### config.mk
export PLATFORM = sky130hd
export DESIGN_NAME = audio_pll_sample_rate_decode_core
export DESIGN_NICKNAME = d
export VERILOG_FILES = /design/src/rtl/core/apsr_pkg.sv /design/src/rtl/core/apsr_ctrl.sv /design/src/rtl/core/apsr_dp.sv /design/src/rtl/core/audio_pll_sample_rate_decode_core.sv
export VERILOG_INCLUDE_DIRS = /design/src /design/src/rtl/core
export SDC_FILE = /design/constraint.sdc
export NUM_CORES = 1
export LEC_CHECK = 0
export ABC_CLOCK_PERIOD_IN_PS = 13400
export CORE_ASPECT_RATIO = 0.7
export CORE_MARGIN = 3
export CORE_UTILIZATION = 60
export DETAILED_ROUTE_END_ITERATION = 10
export DONT_BUFFER_PORTS = 1
export PLACE_DENSITY = 0.76
export RECOVER_POWER = 25
export SLEW_MARGIN = 40
export SYNTH_ARGS = -nofsm -noshare
export SYNTH_HDL_FRONTEND = slang
export SYNTH_SLANG_ARGS = --single-unit
### constraint.sdc
create_clock -name clk -period 13.4 [get_ports clk]
set_input_delay 1.34 -clock clk [delete_from_list [all_inputs] [get_ports clk]]
set_output_delay 1.34 -clock clk [all_outputs]
set_load 0.005 [all_outputs]
### src/rtl/core/audio_pll_sample_rate_decode_core_assert.svh
// assertion macros shared by the sample rate decoder modules
// expects clk and rst in the scope of each use
`ifndef AUDIO_PLL_SAMPLE_RATE_DECODE_CORE_ASSERT_SVH
`define AUDIO_PLL_SAMPLE_RATE_DECODE_CORE_ASSERT_SVH

// same-cycle implication
`define APSR_ASSERT_IMP(label, ante, cons) \
  label: assert property (@(posedge clk) disable iff (rst) (ante) |-> (cons)) \
    else $error("apsr assertion failed");

// next-cycle implication
`define APSR_ASSERT_NXT(label, ante, cons) \
  label: assert property (@(posedge clk) disable iff (rst) (ante) |=> (cons)) \
    else $error("apsr assertion failed");

`endif

### src/rtl/core/apsr_pkg.sv
// types, constants and lookup functions of the sample rate decoder
// no dependencies
package apsr_pkg;

  localparam int unsigned DivW   = 38;
  localparam int unsigned RemW   = 15;
  localparam int unsigned RawW   = 30;
  localparam int unsigned RateW  = 17;
  localparam int unsigned CntW   = 6;
  localparam int unsigned IdxW   = 4;

  localparam logic [CntW-1:0] DivSteps = 6'd38;
  localparam logic [CntW-1:0] NumStd   = 6'd10;

  typedef enum logic [3:0] {
    ST_IDLE,
    ST_MUL,
    ST_DIV1,
    ST_SET2,
    ST_DIV2,
    ST_SET3,
    ST_DIV3,
    ST_SNAP_INIT,
    ST_SNAP,
    ST_PUB
  } state_t;

  typedef enum logic [3:0] {
    DP_NOP,
    DP_LOAD,
    DP_MUL,
    DP_DIV_STEP,
    DP_SET2,
    DP_SET3,
    DP_SNAP_INIT,
    DP_SNAP_STEP,
    DP_PUBLISH
  } dp_op_t;

  typedef struct packed {
    dp_op_t          op;
    logic [IdxW-1:0] snap_idx;
  } cmd_t;

  function automatic logic [24:0] ref_freq(input logic [1:0] sel);
    logic [24:0] f;
    unique case (sel)
      2'd0:    f = 25'd13000000;
      2'd1:    f = 25'd19200000;
      2'd2:    f = 25'd12000000;
      default: f = 25'd26000000;
    endcase
    return f;
  endfunction

  function automatic logic [RateW-1:0] std_rate(input logic [IdxW-1:0] idx);
    logic [RateW-1:0] r;
    unique case (idx)
      4'd0:    r = 17'd8000;
      4'd1:    r = 17'd11025;
      4'd2:    r = 17'd16000;
      4'd3:    r = 17'd22050;
      4'd4:    r = 17'd24000;
      4'd5:    r = 17'd32000;
      4'd6:    r = 17'd44100;
      4'd7:    r = 17'd48000;
      4'd8:    r = 17'd88200;
      4'd9:    r = 17'd96000;
      default: r = 17'd0;
    endcase
    return r;
  endfunction

endpackage

### src/rtl/core/apsr_ctrl.sv
// sequencer of the sample rate decoder: handshakes, step counting, commands
// depends on apsr_pkg and the assertion macro header
`include "audio_pll_sample_rate_decode_core_assert.svh"

module apsr_ctrl (
  input  logic          clk,
  input  logic          rst,
  input  logic          in_valid,
  output logic          in_stall,
  output logic          out_valid,
  input  logic          out_stall,
  output apsr_pkg::cmd_t cmd
);

  apsr_pkg::state_t state;
  apsr_pkg::state_t state_next;
  logic [apsr_pkg::CntW-1:0] cnt;
  logic div_last;
  logic snap_last;
  logic can_pub;

  assign div_last  = (cnt == apsr_pkg::DivSteps - 6'd1);
  assign snap_last = (cnt == apsr_pkg::NumStd - 6'd1);
  assign can_pub   = !out_valid || !out_stall;
  assign in_stall  = (state != apsr_pkg::ST_IDLE);

  always_comb begin
    state_next = state;
    unique case (state)
      apsr_pkg::ST_IDLE:      if (in_valid) state_next = apsr_pkg::ST_MUL;
      apsr_pkg::ST_MUL:       state_next = apsr_pkg::ST_DIV1;
      apsr_pkg::ST_DIV1:      if (div_last) state_next = apsr_pkg::ST_SET2;
      apsr_pkg::ST_SET2:      state_next = apsr_pkg::ST_DIV2;
      apsr_pkg::ST_DIV2:      if (div_last) state_next = apsr_pkg::ST_SET3;
      apsr_pkg::ST_SET3:      state_next = apsr_pkg::ST_DIV3;
      apsr_pkg::ST_DIV3:      if (div_last) state_next = apsr_pkg::ST_SNAP_INIT;
      apsr_pkg::ST_SNAP_INIT: state_next = apsr_pkg::ST_SNAP;
      apsr_pkg::ST_SNAP:      if (snap_last) state_next = apsr_pkg::ST_PUB;
      apsr_pkg::ST_PUB:       if (can_pub) state_next = apsr_pkg::ST_IDLE;
      default:                state_next = apsr_pkg::ST_IDLE;
    endcase
  end

  always_comb begin
    cmd.op       = apsr_pkg::DP_NOP;
    cmd.snap_idx = cnt[apsr_pkg::IdxW-1:0];
    unique case (state)
      apsr_pkg::ST_IDLE:      if (in_valid) cmd.op = apsr_pkg::DP_LOAD;
      apsr_pkg::ST_MUL:       cmd.op = apsr_pkg::DP_MUL;
      apsr_pkg::ST_DIV1,
      apsr_pkg::ST_DIV2,
      apsr_pkg::ST_DIV3:      cmd.op = apsr_pkg::DP_DIV_STEP;
      apsr_pkg::ST_SET2:      cmd.op = apsr_pkg::DP_SET2;
      apsr_pkg::ST_SET3:      cmd.op = apsr_pkg::DP_SET3;
      apsr_pkg::ST_SNAP_INIT: cmd.op = apsr_pkg::DP_SNAP_INIT;
      apsr_pkg::ST_SNAP:      cmd.op = apsr_pkg::DP_SNAP_STEP;
      apsr_pkg::ST_PUB:       if (can_pub) cmd.op = apsr_pkg::DP_PUBLISH;
      default:                cmd.op = apsr_pkg::DP_NOP;
    endcase
  end

  always_ff @(posedge clk) begin
    if (rst) begin
      state     <= apsr_pkg::ST_IDLE;
      cnt       <= '0;
      out_valid <= 1'b0;
    end else begin
      state <= state_next;
      if (state != state_next) begin
        cnt <= '0;
      end else if (state == apsr_pkg::ST_DIV1 || state == apsr_pkg::ST_DIV2 ||
                   state == apsr_pkg::ST_DIV3 || state == apsr_pkg::ST_SNAP) begin
        cnt <= cnt + 6'd1;
      end
      if (cmd.op == apsr_pkg::DP_PUBLISH) begin
        out_valid <= 1'b1;
      end else if (!out_stall) begin
        out_valid <= 1'b0;
      end
    end
  end

  `APSR_ASSERT_IMP(a_pub_room, cmd.op == apsr_pkg::DP_PUBLISH, !out_valid || !out_stall)
  `APSR_ASSERT_NXT(a_pub_done, cmd.op == apsr_pkg::DP_PUBLISH,
                   out_valid && state == apsr_pkg::ST_IDLE)
  `APSR_ASSERT_NXT(a_accept_start, in_valid && !in_stall, state == apsr_pkg::ST_MUL)
  `APSR_ASSERT_IMP(a_snap_range, state == apsr_pkg::ST_SNAP, cnt < apsr_pkg::NumStd)

endmodule

### src/rtl/core/apsr_dp.sv
// datapath of the sample rate decoder: field capture, multiplier,
// shared restoring divider, serial snap search and result registers
// depends on apsr_pkg and the assertion macro header
`include "audio_pll_sample_rate_decode_core_assert.svh"

module apsr_dp (
  input  logic                       clk,
  input  logic                       rst,
  input  apsr_pkg::cmd_t             cmd,
  input  logic                       regs_valid,
  input  logic [1:0]                 osc_sel,
  input  logic [4:0]                 pll_m,
  input  logic [9:0]                 pll_n,
  input  logic [2:0]                 pll_p,
  input  logic [7:0]                 out_ratio,
  input  logic [7:0]                 i2s_div,
  output logic [apsr_pkg::RawW-1:0]  raw_rate,
  output logic [apsr_pkg::RateW-1:0] snapped_rate,
  output logic [apsr_pkg::RateW-1:0] published_now,
  output logic                       rate_changed
);

  logic       v;
  logic [1:0] osc;
  logic [4:0] m;
  logic [9:0] n;
  logic [2:0] p;
  logic [7:0] ratio;
  logic [7:0] dv;

  logic [apsr_pkg::DivW-1:0]  quo;
  logic [apsr_pkg::RemW-1:0]  rem;
  logic [apsr_pkg::RemW-1:0]  dvsr;
  logic [apsr_pkg::RawW-1:0]  raw;
  logic [apsr_pkg::RateW-1:0] best;
  logic [apsr_pkg::RawW-1:0]  best_dist;
  logic [apsr_pkg::RateW-1:0] published;

  logic [4:0]                 m_eff;
  logic [11:0]                m_shift;
  logic [34:0]                prod;
  logic [apsr_pkg::RemW:0]    trial;
  logic                       qbit;
  logic [8:0]                 ratio2;
  logic [8:0]                 div2;
  logic [apsr_pkg::RemW-1:0]  div_den;
  logic [apsr_pkg::RateW-1:0] s;
  logic [apsr_pkg::RawW-1:0]  s_ext;
  logic [apsr_pkg::RawW-1:0]  cand_gap;

  assign m_eff   = (m == 5'd0) ? 5'd1 : m;
  assign m_shift = {7'd0, m_eff} << p;
  assign prod    = {10'd0, apsr_pkg::ref_freq(osc)} * {25'd0, n};
  assign trial   = {rem, quo[apsr_pkg::DivW-1]};
  assign qbit    = (trial >= {1'b0, dvsr});
  assign ratio2  = {1'b0, ratio} + 9'd2;
  assign div2    = {1'b0, dv} + 9'd2;
  // (div + 2) * 80
  assign div_den = {div2, 6'd0} + {2'd0, div2, 4'd0};
  assign s       = apsr_pkg::std_rate(cmd.snap_idx);
  assign s_ext   = {13'd0, s};
  assign cand_gap = (raw > s_ext) ? (raw - s_ext) : (s_ext - raw);

  always_ff @(posedge clk) begin
    case (cmd.op)
      apsr_pkg::DP_LOAD: begin
        v     <= regs_valid;
        osc   <= osc_sel;
        m     <= pll_m;
        n     <= pll_n;
        p     <= pll_p;
        ratio <= out_ratio;
        dv    <= i2s_div;
      end
      apsr_pkg::DP_MUL: begin
        quo  <= {3'd0, prod};
        rem  <= '0;
        dvsr <= {3'd0, m_shift};
      end
      apsr_pkg::DP_DIV_STEP: begin
        quo <= {quo[apsr_pkg::DivW-2:0], qbit};
        if (qbit) begin
          rem <= trial[apsr_pkg::RemW-1:0] - dvsr;
        end else begin
          rem <= trial[apsr_pkg::RemW-1:0];
        end
      end
      apsr_pkg::DP_SET2: begin
        // vco * 2 over (ratio + 2)
        quo  <= {quo[apsr_pkg::DivW-2:0], 1'b0};
        rem  <= '0;
        dvsr <= {6'd0, ratio2};
      end
      apsr_pkg::DP_SET3: begin
        // pout * 6 over (div + 2) * 80
        quo  <= {quo[apsr_pkg::DivW-3:0], 2'd0} + {quo[apsr_pkg::DivW-2:0], 1'b0};
        rem  <= '0;
        dvsr <= div_den;
      end
      apsr_pkg::DP_SNAP_INIT: begin
        raw       <= quo[apsr_pkg::RawW-1:0];
        best      <= '0;
        best_dist <= '1;
      end
      apsr_pkg::DP_SNAP_STEP: begin
        // strict compare keeps the lower rate on a tie
        if (cand_gap < best_dist) begin
          best_dist <= cand_gap;
          best      <= s;
        end
      end
      default: begin
      end
    endcase
  end

  always_ff @(posedge clk) begin
    if (cmd.op == apsr_pkg::DP_PUBLISH) begin
      if (v) begin
        raw_rate      <= raw;
        snapped_rate  <= best;
        published_now <= best;
        rate_changed  <= (best != published);
      end else begin
        raw_rate      <= '0;
        snapped_rate  <= '0;
        published_now <= published;
        rate_changed  <= 1'b0;
      end
    end
  end

  always_ff @(posedge clk) begin
    if (rst) begin
      published <= '0;
    end else if (cmd.op == apsr_pkg::DP_PUBLISH && v) begin
      published <= best;
    end
  end

  `APSR_ASSERT_IMP(a_rem_bound, cmd.op == apsr_pkg::DP_DIV_STEP, rem < dvsr)
  `APSR_ASSERT_IMP(a_dvsr_nonzero, cmd.op == apsr_pkg::DP_DIV_STEP, dvsr != '0)
  `APSR_ASSERT_NXT(a_pub_only, cmd.op != apsr_pkg::DP_PUBLISH, $stable(published))

endmodule

### src/rtl/core/audio_pll_sample_rate_decode_core.sv
// top level of the audio pll sample rate decoder
// instantiates apsr_ctrl and apsr_dp, uses apsr_pkg
//
// One clock register snapshot in, one result out. A request is taken only
// while the block is idle, and the block stays busy through these steps in
// order: capture the fields, the ref*N multiply, three divisions of 38
// quotient bits each on a single restoring divider at one bit per cycle with
// a setup step before the second and the third, latching the raw rate, the
// search over the ten standard rates, and writing the output register. The
// result waits in that register, so a new request can start while the
// previous result is still stalled; publishing waits only while that
// register is still full and stalled.
module audio_pll_sample_rate_decode_core (
  input  logic        clk,
  input  logic        rst,
  input  logic        in_valid,
  output logic        in_stall,
  input  logic        regs_valid,
  input  logic [1:0]  osc_sel,
  input  logic [4:0]  pll_m,
  input  logic [9:0]  pll_n,
  input  logic [2:0]  pll_p,
  input  logic [7:0]  out_ratio,
  input  logic [7:0]  i2s_div,
  output logic        out_valid,
  input  logic        out_stall,
  output logic [29:0] raw_rate,
  output logic [16:0] snapped_rate,
  output logic [16:0] published_now,
  output logic        rate_changed
);

  apsr_pkg::cmd_t cmd;

  apsr_ctrl u_ctrl (
    .clk       (clk),
    .rst       (rst),
    .in_valid  (in_valid),
    .in_stall  (in_stall),
    .out_valid (out_valid),
    .out_stall (out_stall),
    .cmd       (cmd)
  );

  apsr_dp u_dp (
    .clk           (clk),
    .rst           (rst),
    .cmd           (cmd),
    .regs_valid    (regs_valid),
    .osc_sel       (osc_sel),
    .pll_m         (pll_m),
    .pll_n         (pll_n),
    .pll_p         (pll_p),
    .out_ratio     (out_ratio),
    .i2s_div       (i2s_div),
    .raw_rate      (raw_rate),
    .snapped_rate  (snapped_rate),
    .published_now (published_now),
    .rate_changed  (rate_changed)
  );

endmodule
; ---- Yosys cells after proc, flatten, opt, wreduce, memory -nomap -nowiden
; Memories as Yosys holds them, arrays and structs flattened. A register that Yosys moved wholly into a read port is not among the register bits.
; Cells that the tools add are included.
; W data, S select, Z words.
[totals]
reg_bits = 275
mem_bits_ro = 272
inputBits = 41
output_inout_bits = 67
word_cells = 105
n_memories = 1
[classes]
n_addsub = 8
n_mul = 1
magnitude_cmp = 3
n_eq_ne = 25
shift = 1
muxes = 26
n_reduce_logical = 19
[memory_table]
columns = memory, depth, width, read_ports, rd_clocked_by_memory_dff, wr, line
row1 = (no name shown), 16, 17, 1, 1, 0, apsr_pkg.sv:58  ; unique case (idx)
[op_table]
columns = operator, n
row1 = $pmux W38 S4, 1
row2 = $pmux W25 S3, 1
row3 = $mux W30, 2
row4 = $pmux W30 S2, 1
row5 = $pmux W15 S3, 1
row6 = $pmux W4 S10, 1
row7 = $add A38 B38 Y38, 1
row8 = $mux W4, 9
row9 = $mul A25 B10 Y35, 1
row10 = $mux W17, 2
row11 = $pmux W17 S2, 1
row12 = $eq A4 B3 Y1 const B, 8
row13 = $pmux W4 S8, 1
row14 = $gt A30 B17 Y1, 1
row15 = $lt A30 B30 Y1, 1
row16 = $pmux W15 S2, 1
row17 = $sub A17 B30 Y30, 1
row18 = $sub A30 B17 Y30, 1
row19 = $add A8 B2 Y9 const B, 2
row20 = $ne A17 B17 Y1, 1
row21 = $eq A4 B2 Y1 const B, 4
row22 = $ge A16 B15 Y1, 1
row23 = $add A15 B13 Y15, 1
row24 = $mux W15, 1
row25 = 25 further kinds, 38

; ---- Logic depth before layout (Yosys ltp)
; Gate-level depths: netlist of the first run.
[depth]
depth_word = 7
mapped_depth = 25
mapped_depth_nobuf = 24

; ---- Cells and area by module
; From an unflattened synthesis of the first run, not the netlist that was laid out.
[hier_totals]
hier_cells = 2253
hier_area_um2 = 22576.7
[modules_own_cells]
columns = mod, n_inst, cells_per_inst, area_each_um2, seq_area_each_um2
row1 = apsr_dp, 1, 2167, 21833.4, 7537.2
row2 = apsr_ctrl, 1, 86, 743.2, 220.2

; ---- Least setup slack after synthesis of the first run
; OpenSTA, ideal clock, no wires.
[synth_path]
kind = register to register
from = register u_dp.raw[0] (netlist bit)
to = register u_dp.best[10] (netlist bit) (enable)
setup_ns = 0.510
arrival_ns = 7.237
t_required_ns = 12.890
setup_slack_ns = 5.653
path_stages_with_launch = 23
n_path_buf = 2
period_less_slack_ns = 7.747
cell_sequence = edfxtp_1 inv_1 ha_1 inv_1 fa_1 a211oi_1 o21ai_1 a31oi_1 a2111o_1 and2_1 buf_6 buf_4 mux2_2 ha_1 a21boi_0 o21a_1 o21a_1 o21ai_0 nand2b_1 a21oi_1 nor3_1 o311a_1 o21ai_0
[synth_via]
elab_chain_len = 5
elab_cells_between_ends = 7
[synth_lines]
columns = element, line
row1 = start: declaration, apsr_dp.sv:34  ; logic [apsr_pkg::RawW-1:0] raw;
row2 = start signal: assignment, apsr_dp.sv:101  ; raw <= quo[apsr_pkg::RawW-1:0];
row3 = "$sub A17 B30 Y30, or another cell as far along", apsr_dp.sv:62  ; assign cand_gap = (raw > s_ext) ? (raw - s_ext) : (s_ext - raw);
row4 = $mux W30 *, apsr_dp.sv:62
row5 = "net u_dp.cand_gap, one bit", apsr_dp.sv:49  ; logic [apsr_pkg::RawW-1:0] cand_gap;
row6 = $lt A30 B30 Y1 *, apsr_dp.sv:107  ; if (cand_gap < best_dist) begin
row7 = $ne A2 B1 Y1 (no line) *, n/a
row8 = $reduce_and A2 Y1 (no line) *, n/a
row9 = end signal: assignment, apsr_dp.sv:109  ; best <= s;
row10 = end: declaration, apsr_dp.sv:35  ; logic [apsr_pkg::RateW-1:0] best;
; The timed path passes the listed nets; every way through them passes the cells marked *.
; A chain may end at the register's enable or synchronous reset.

; ---- Final worst setup path of the first run
[layout_path]
from = register u_dp.osc[0]
to = register u_dp.quo[32] (netlist bit) (data pin)
[layout_via]
elab_chain_len = 4
elab_cells_between_ends = 6
[layout_lines]
columns = element, line
row1 = start: declaration, apsr_dp.sv:24  ; logic [1:0] osc;
row2 = start signal: assignment, apsr_dp.sv:68  ; osc <= osc_sel;
row3 = "$eq A2 B2 Y1, or another cell as far along", apsr_pkg.sv:47  ; unique case (sel)
row4 = $pmux W25 S3 *, apsr_pkg.sv:47
row5 = $mul A25 B10 Y35 *, apsr_dp.sv:53  ; assign prod = {10'd0, apsr_pkg::ref_freq(osc)} * {25'd0, n};
row6 = $pmux W38 S4 *, apsr_dp.sv:65  ; case (cmd.op)
row7 = end signal: assignment, apsr_dp.sv:76  ; quo <= {3'd0, prod};
row8 = end signal: assignment, apsr_dp.sv:81  ; quo <= {quo[apsr_pkg::DivW-2:0], qbit};
row9 = end signal: assignment, apsr_dp.sv:90  ; quo <= {quo[apsr_pkg::DivW-2:0], 1'b0};
row10 = end: declaration, apsr_dp.sv:31  ; logic [apsr_pkg::DivW-1:0] quo;
; Every way passes the cells marked *; elsewhere a longest branch is shown, timed or not.

==> metrics.txt, run 1 <==
overall overflow remaining after global route=0; total of flip-flops plus latches after synthesis=282; Core Box Area=36500 sq um; setup clock skew after layout=0.01860 ns; number of max-cap violations=1; setup_tns=0 ns; Vias=16569; PostCTS Resize Cnt=0; required arrival time at the worst endpoint=13.70 ns; final critical delay including setup and external delays=7.646 ns; Die Width=238.0 um; largest vdd supply drop=0.2284 mV; actual transition at the worst max-transition pin=2.557 ns; area growth from synthesis to final layout=5.912%; clock tree from TritonCTS=yes; type of the most critical hold path=reg2reg; most repeated cell in the gate-level netlist after synthesis=sky130_fd_sc_hd__inv_1; Total Die Area=40070 sq um; crit path capture type=register; Ports=108; initial antenna violation count=2; Synth area leaders=sky130_fd_sc_hd__edfxtp_1, sky130_fd_sc_hd__fa_1, sky130_fd_sc_hd__ha_1, sky130_fd_sc_hd__inv_1, sky130_fd_sc_hd__dfxtp_1; EDFF count, synth=241; CTS H-tree depth=1; Post-Syn Area=22600 sq um; area share of the leading cell type in the synthesized netlist=0.3202; Setup crit start kind=register; number of CTS-inserted buffers=29; cell type with the largest total area after synthesis=sky130_fd_sc_hd__edfxtp_1; async set-or-reset flop fraction in the synthesized netlist=0; clock latency at the later pin of the worst-skew pair=0.57 ns; Internal Pwr Total=2.984 mW; yosys synthesis warning count=0; global-route wire length before repair=92070 um; Most used DFF post-synth=sky130_fd_sc_hd__edfxtp_1; detailed-route wire length per cell=21.65 um; instance count of the mapped netlist=2245; arrival time of the worst setup path=7.94 ns; type of the worst setup path=reg2reg; count of cell types in the netlist=76; cell row count=58; number of slew-limit violations in the final report=63; count of buffers added by post-CTS timing repair for setup=0; Detailed Route Iter0 Violations=1699; starting density of the core=0.6192; DRT antenna net count=0; gpl congestion=0.9942; ANT cells=0; vias in the first global route=16196; maximum clock rate=130.8 MHz; net load switching power=2.375 mW; die boundary height=168.4 um; count of final setup violators=0; share of power burned in the clock network=0.148; outcome=finished with violations; Max Fanout on Critical Path=16; average footprint of a synthesized cell=10.07 sq um; maximum number of pins on one net before global-route repair=63; detailed placement HPWL=45780 um; buffer levels on the longest clock path=3; IO Port Bufs=0; Seq/Total Area, Yosys=0.3565; total wirelength of the detailed-routed design=58790 um; Pwr per Cell Area=223.9 nW/um^2; Synthesized Nets=2626; Overall Power=5.359 mW; worst relative slew slack=-0.7043; remaining routing DRC violations=0; final cell utilization of the core=0.6558; final hold vios=0; share of final-layout standard cells stronger than drive strength 1=0.05011; top cells by count, synth=sky130_fd_sc_hd__inv_1, sky130_fd_sc_hd__edfxtp_1, sky130_fd_sc_hd__ha_1, sky130_fd_sc_hd__nand2_1, sky130_fd_sc_hd__fa_1; combinational power share=0.619; violated checks=max-capacitance violations, max-slew violations; Worst-path clk slew=0.07 ns; First-pass DRT Iterations=5; setup repair after global routing missed its margin=no; Vias per Instance=6.103; total routing resource utilization after global routing=0.2933; clock tree root buffer cell=sky130_fd_sc_hd__clkbuf_16; leakage power figure=10.58 nW; proportion of total power due to net switching=0.4433; nets=2595; portion of the clock cycle consumed by the worst path in the final layout=0.5706; number of sinks driven by the clock tree=282; Post-CTS Hold Buffers=0; relative contribution of sequential cells to total power=0.233
[state kept, by name, indices dropped and copies added, names as in the netlist, 15 cells and up]
register,cells
u_dp.best,15
u_dp.dvsr,15
u_dp.published_now,15
u_dp.raw,30
u_dp.quo,38
u_dp.s,15
u_dp.snapped_rate,15
u_dp.best_dist,30
u_dp.raw_rate,30
u_dp.published,15
u_dp.rem,15
[area by class of cell]
cell class	count	area (sq um)
Clock buffer	39	804.5
Clock inverter	13	91.34
Fill cell	2917	12560
Inverter	275	1032
Multi-Input combinational cell	1610	13240
Sequential cell	282	8058
Tap cell	480	600.6
Timing Repair Buffer	16	108.9
[logic make-up (layout without fill, tap and decap cells)]
| kind of cell | count (synthesis) | count (layout) | synth area share |
|---|---|---|---|
| multiplexers | 58 | 58 | 0.02690 |
| AND/OR/NAND/NOR | 604 | 604 | 0.1335 |
| AO/OA/AOI/OAI | 480 | 480 | 0.1396 |
| buffers and inverters | 353 | 343 | 0.06051 |
| XOR/XNOR | 128 | 128 | 0.04960 |
| adder cells (fa/ha/maj) | 340 | 340 | 0.2334 |
| flip-flops | 282 | 282 | 0.3565 |
[worst paths after layout]
path,depth (start not counted),to,startpoint,slack (ns)
hold reg to reg,2,u_dp.published[14],u_dp.published[14],0.54
setup / recovery,23,u_dp.quo[32],u_dp.osc[0],5.75
setup reg to reg,23,u_dp.quo[32],u_dp.osc[0],5.75
hold / removal,2,u_dp.published[14],u_dp.published[14],0.54
[stage by stage]
stage	hold slack, ns	setup WS (ns)	instances	area (sq um)
after floorplan	0.4481	5.653	2245	22600
after global placement	0.5189	6.210	2663	23040
after detailed placement	0.5335	5.915	2663	23050
after CTS	0.5451	5.893	2715	23950
after global routing	0.5681	5.364	2715	23940
final	0.5446	5.754	2715	23940
[layer usage]
layer  track usage  routed length, um  up-vias
met5             0                 26        -
met4       0.05831               1144        4
met3       0.08204               6056       79
met2        0.3904              22960      681
met1        0.4725              28600     8027
li1              -                  -     7778
[placed cells by master (no fill, tap or decap), types with 36 or more instances in the layout]
master,synthesis,final
sky130_fd_sc_hd__mux2i_1,36,36
sky130_fd_sc_hd__xnor2_1,69,69
sky130_fd_sc_hd__o21ai_0,94,93
sky130_fd_sc_hd__a21oi_1,115,113
sky130_fd_sc_hd__nor2_1,135,132
sky130_fd_sc_hd__ha_1,204,204
sky130_fd_sc_hd__nand2b_1,48,48
sky130_fd_sc_hd__fa_1,136,136
sky130_fd_sc_hd__a21o_1,70,70
sky130_fd_sc_hd__nor3_1,43,39
sky130_fd_sc_hd__inv_1,273,272
sky130_fd_sc_hd__xor2_1,59,59
sky130_fd_sc_hd__dfxtp_1,41,41
sky130_fd_sc_hd__and2_0,0,40
sky130_fd_sc_hd__edfxtp_1,241,241
sky130_fd_sc_hd__nand2_1,146,145
[power groups by stage]
stage | Combinational (mW) | Sequential [mW] | Clock [mW]
2_1_floorplan | 2.55 | 1.21 | 0
3_3_place_gp | 3.17 | 1.26 | 0
3_5_place_dp | 3.27 | 1.26 | 0
4_1_cts | 3.29 | 1.24 | 0.800
5_1_grt | 3.71 | 1.25 | 0.834
6_report | 3.32 | 1.25 | 0.791
[worst max-delay path, stage by stage (launching register included)]
cell and delay, ns:
sky130_fd_sc_hd__edfxtp_1 0.71, sky130_fd_sc_hd__clkinv_1 0.46, sky130_fd_sc_hd__ha_1 0.34, sky130_fd_sc_hd__nor2_1 0.24, sky130_fd_sc_hd__nor2_1 0.24, sky130_fd_sc_hd__nand2_1 0.16, sky130_fd_sc_hd__fa_1 0.42, sky130_fd_sc_hd__inv_1 0.08
sky130_fd_sc_hd__fa_1 0.45, sky130_fd_sc_hd__fa_1 0.56, sky130_fd_sc_hd__fa_1 0.58, sky130_fd_sc_hd__inv_1 0.07, sky130_fd_sc_hd__fa_1 0.53, sky130_fd_sc_hd__inv_1 0.04, sky130_fd_sc_hd__ha_1 0.37, sky130_fd_sc_hd__a211oi_1 0.45
sky130_fd_sc_hd__o21a_1 0.23, sky130_fd_sc_hd__o31ai_1 0.08, sky130_fd_sc_hd__a21oi_1 0.34, sky130_fd_sc_hd__o21ai_0 0.22, sky130_fd_sc_hd__a31oi_1 0.30, sky130_fd_sc_hd__xnor2_1 0.11, sky130_fd_sc_hd__a222oi_1 0.26, sky130_fd_sc_hd__nand3_1 0.13
Note: power is estimated with default switching activity, not from simulation.
==> run 2: changes to the inputs <==
Settings changed: ABC_CLOCK_PERIOD_IN_PS 13400 to 7100.
Clock period 13.4 ns to 7.1 ns, I/O delays scaled along.
==> run 2 against run 1 <==
  * Worst setup slack got worse by 5.3 ns
  * Combinational power grew 89%
  * Critical endpoint unchanged
  * Die area did not move
  * Wire length shrank 3.1%
  * Sequential cell count unchanged
  * The run still ends with max-capacitance violations, max-slew violations left
  * Clock power increased by 110%
  * Core utilization increased by 0.56 points
  * Fmax grew 15%
  * Sequential power grew 87%
==> metrics.txt, run 2 (synthesis gave the netlist of run 1 again) <==
portion of the clock cycle consumed by the worst path in the final layout=0.9374; required arrival time at the worst endpoint=7.41 ns; First-pass DRT Iterations=7; area growth from synthesis to final layout=6.809%; crit path capture type=register; ANT cells=0; total routing resource utilization after global routing=0.2816; remaining routing DRC violations=0; clock tree from TritonCTS=yes; Post-CTS Hold Buffers=0; DRT antenna net count=0; die boundary height=168.4 um; starting density of the core=0.6192; IO Port Bufs=0; Reg with most FFs=u_dp.quo; detailed-route wire length per cell=20.92 um; Total Die Area=40070 sq um; leakage power figure=10.66 nW; count of final setup violators=0; area of all placed cells without fillers=24140 sq um; total wirelength of the detailed-routed design=56950 um; dpl cells=2669; arrival time of the worst setup path=6.96 ns; worst stage delay on the critical path=0.55 ns; CTS H-tree depth=1; Vias per Instance=6.131; global-route wire length before repair=89000 um; outcome=finished with violations; Post-DP Area=23120 sq um; maximum clock rate=150.3 MHz; cell row count=58; type of the most critical hold path=in2reg; detailed placement HPWL=44620 um; overall overflow remaining after global route=0; chain of cells forming the critical path=inv_1, ha_1, and2_1, fa_1, fa_1, fa_1, fa_1, inv_1, fa_1, inv_1, ha_1, a211oi_1, o21a_1, o31ai_1, a21oi_1, o21ai_0, a31oi_1, xnor2_1, a222oi_1, nand3_1; most prevalent standard cell on the critical path=sky130_fd_sc_hd__fa_1; number of max-cap violations=1; commonest non-fill, non-tap cells in the layout=sky130_fd_sc_hd__inv_1, sky130_fd_sc_hd__edfxtp_1, sky130_fd_sc_hd__ha_1, sky130_fd_sc_hd__nand2_1, sky130_fd_sc_hd__fa_1; final setup margin=0.4448 ns; maximum number of pins on one net before global-route repair=63; Setup crit start kind=register; Max Fanout on Critical Path=10; actual transition at the worst max-transition pin=2.659 ns; type of the worst setup path=reg2reg; largest vdd supply drop=0.4983 mV; number of CTS-inserted buffers=29; buffer levels on the longest clock path=3; Die Width=238.0 um; Detailed Route Iter0 Violations=1481; highest-delay cell along the critical path=sky130_fd_sc_hd__fa_1; Overall Power=10.27 mW; worst setup slack after placement=0.4745 ns; worst relative slew slack=-0.7729; final cell count without fillers=2722; Core Box Area=36500 sq um; number of sinks driven by the clock tree=282; setup clock skew after layout=0.01447 ns; vias in the first global route=15835; final hold vios=0; number of slew-limit violations in the final report=63; final critical delay including setup and external delays=6.655 ns; most common cell after layout, fill and taps aside=sky130_fd_sc_hd__inv_1; setup_tns=0 ns; clock latency at the later pin of the worst-skew pair=0.57 ns; nets=2601; violated checks=max-capacitance violations, max-slew violations; Pwr per Cell Area=425.3 nW/um^2; initial antenna violation count=2; Vias=16689; clock tree root buffer cell=sky130_fd_sc_hd__clkbuf_16; gpl congestion=0.9770; fillcell total=2908; share of final-layout standard cells stronger than drive strength 1=0.05531; Ports=108; flip-flop count of the largest register after layout=38; Worst-path clk slew=0.06 ns; setup repair after global routing missed its margin=no
## run 2: cell types whose count changed in the layout (fill, tap and decap cells not counted), sizes merged
cell / before / now
clkinvlp: 1 / 3
bufinv: 1 / 6
inv: 276 / 278
buf: 13 / 20
clkbuf: 42 / 36
clkinv: 10 / 7
## run 2: worst paths after layout
check | startpoint | endpoint | slack, ns | cells after the start
setup / recovery | u_dp.osc[1] | u_dp.quo[32] | 0.44 | 20
hold / removal | rst | u_dp.published[4] | 0.21 | 1
setup reg to reg | u_dp.osc[1] | u_dp.quo[32] | 0.44 | 20
hold reg to reg | u_ctrl.state[3] | u_ctrl.state[2] | 0.51 | 1
## run 2: timing repair
| action | 4_1_cts | 5_1_grt |
|---|---|---|
| endpoints found under the setup margin | 0 | 1 |
| buffers inserted | 0 | 0 |
| gates resized for setup | 0 | 2 |
## run 2: power by group
part / switching, mW / internal [mW] / total (mW) / leakage, nW
Combinational: 3.63 / 2.64 / 6.27 / 7.53
Clock: 0.677 / 0.985 / 1.66 / 0.489
Sequential: 0.179 / 2.16 / 2.34 / 2.64
## run 2: through the flow
| step | utilization | hold WS, ns |
|---|---|---|
| floorplan | - | 0.4481 |
| global route | 0.6613 | 0.1868 |
| CTS | 0.6614 | 0.1849 |
| finish | 0.6613 | 0.2135 |
| detailed placement | 0.6333 | 0.5002 |
| global placement | 0.6328 | 0.4783 |
## run 2: layer usage
layer / vias to the layer above / global-route usage / routed length [um]
met2: 674 / 0.3940 / 23500
met1: 8142 / 0.4416 / 26780
met5: - / 0 / 27
met4: 4 / 0.04912 / 890
li1: 7801 / - / -
met3: 68 / 0.07631 / 5742
## run 2: layout make-up
type                            count  area (sq um)  share of cell area
Multi-Input combinational cell   1610         13250              0.5488
Sequential cell                   282          8058              0.3338
Timing Repair Buffer               22         173.9            0.007204
Clock buffer                       34         754.5             0.03125
Tap cell                          480         600.6             0.02488
Inverter                          275          1032             0.04276
Clock inverter                     19         272.8             0.01130
## run 2: critical path, delay by kind of cell (launching register included)
family / cells / cell delay [ns]
AO/OA/AOI/OAI: 7 / 1.77
XOR/XNOR: 1 / 0.08
adder cells (fa/ha/maj): 7 / 3.35
buffers and inverters: 3 / 0.25
flip-flops: 1 / 0.42
AND/OR/NAND/NOR: 2 / 0.53
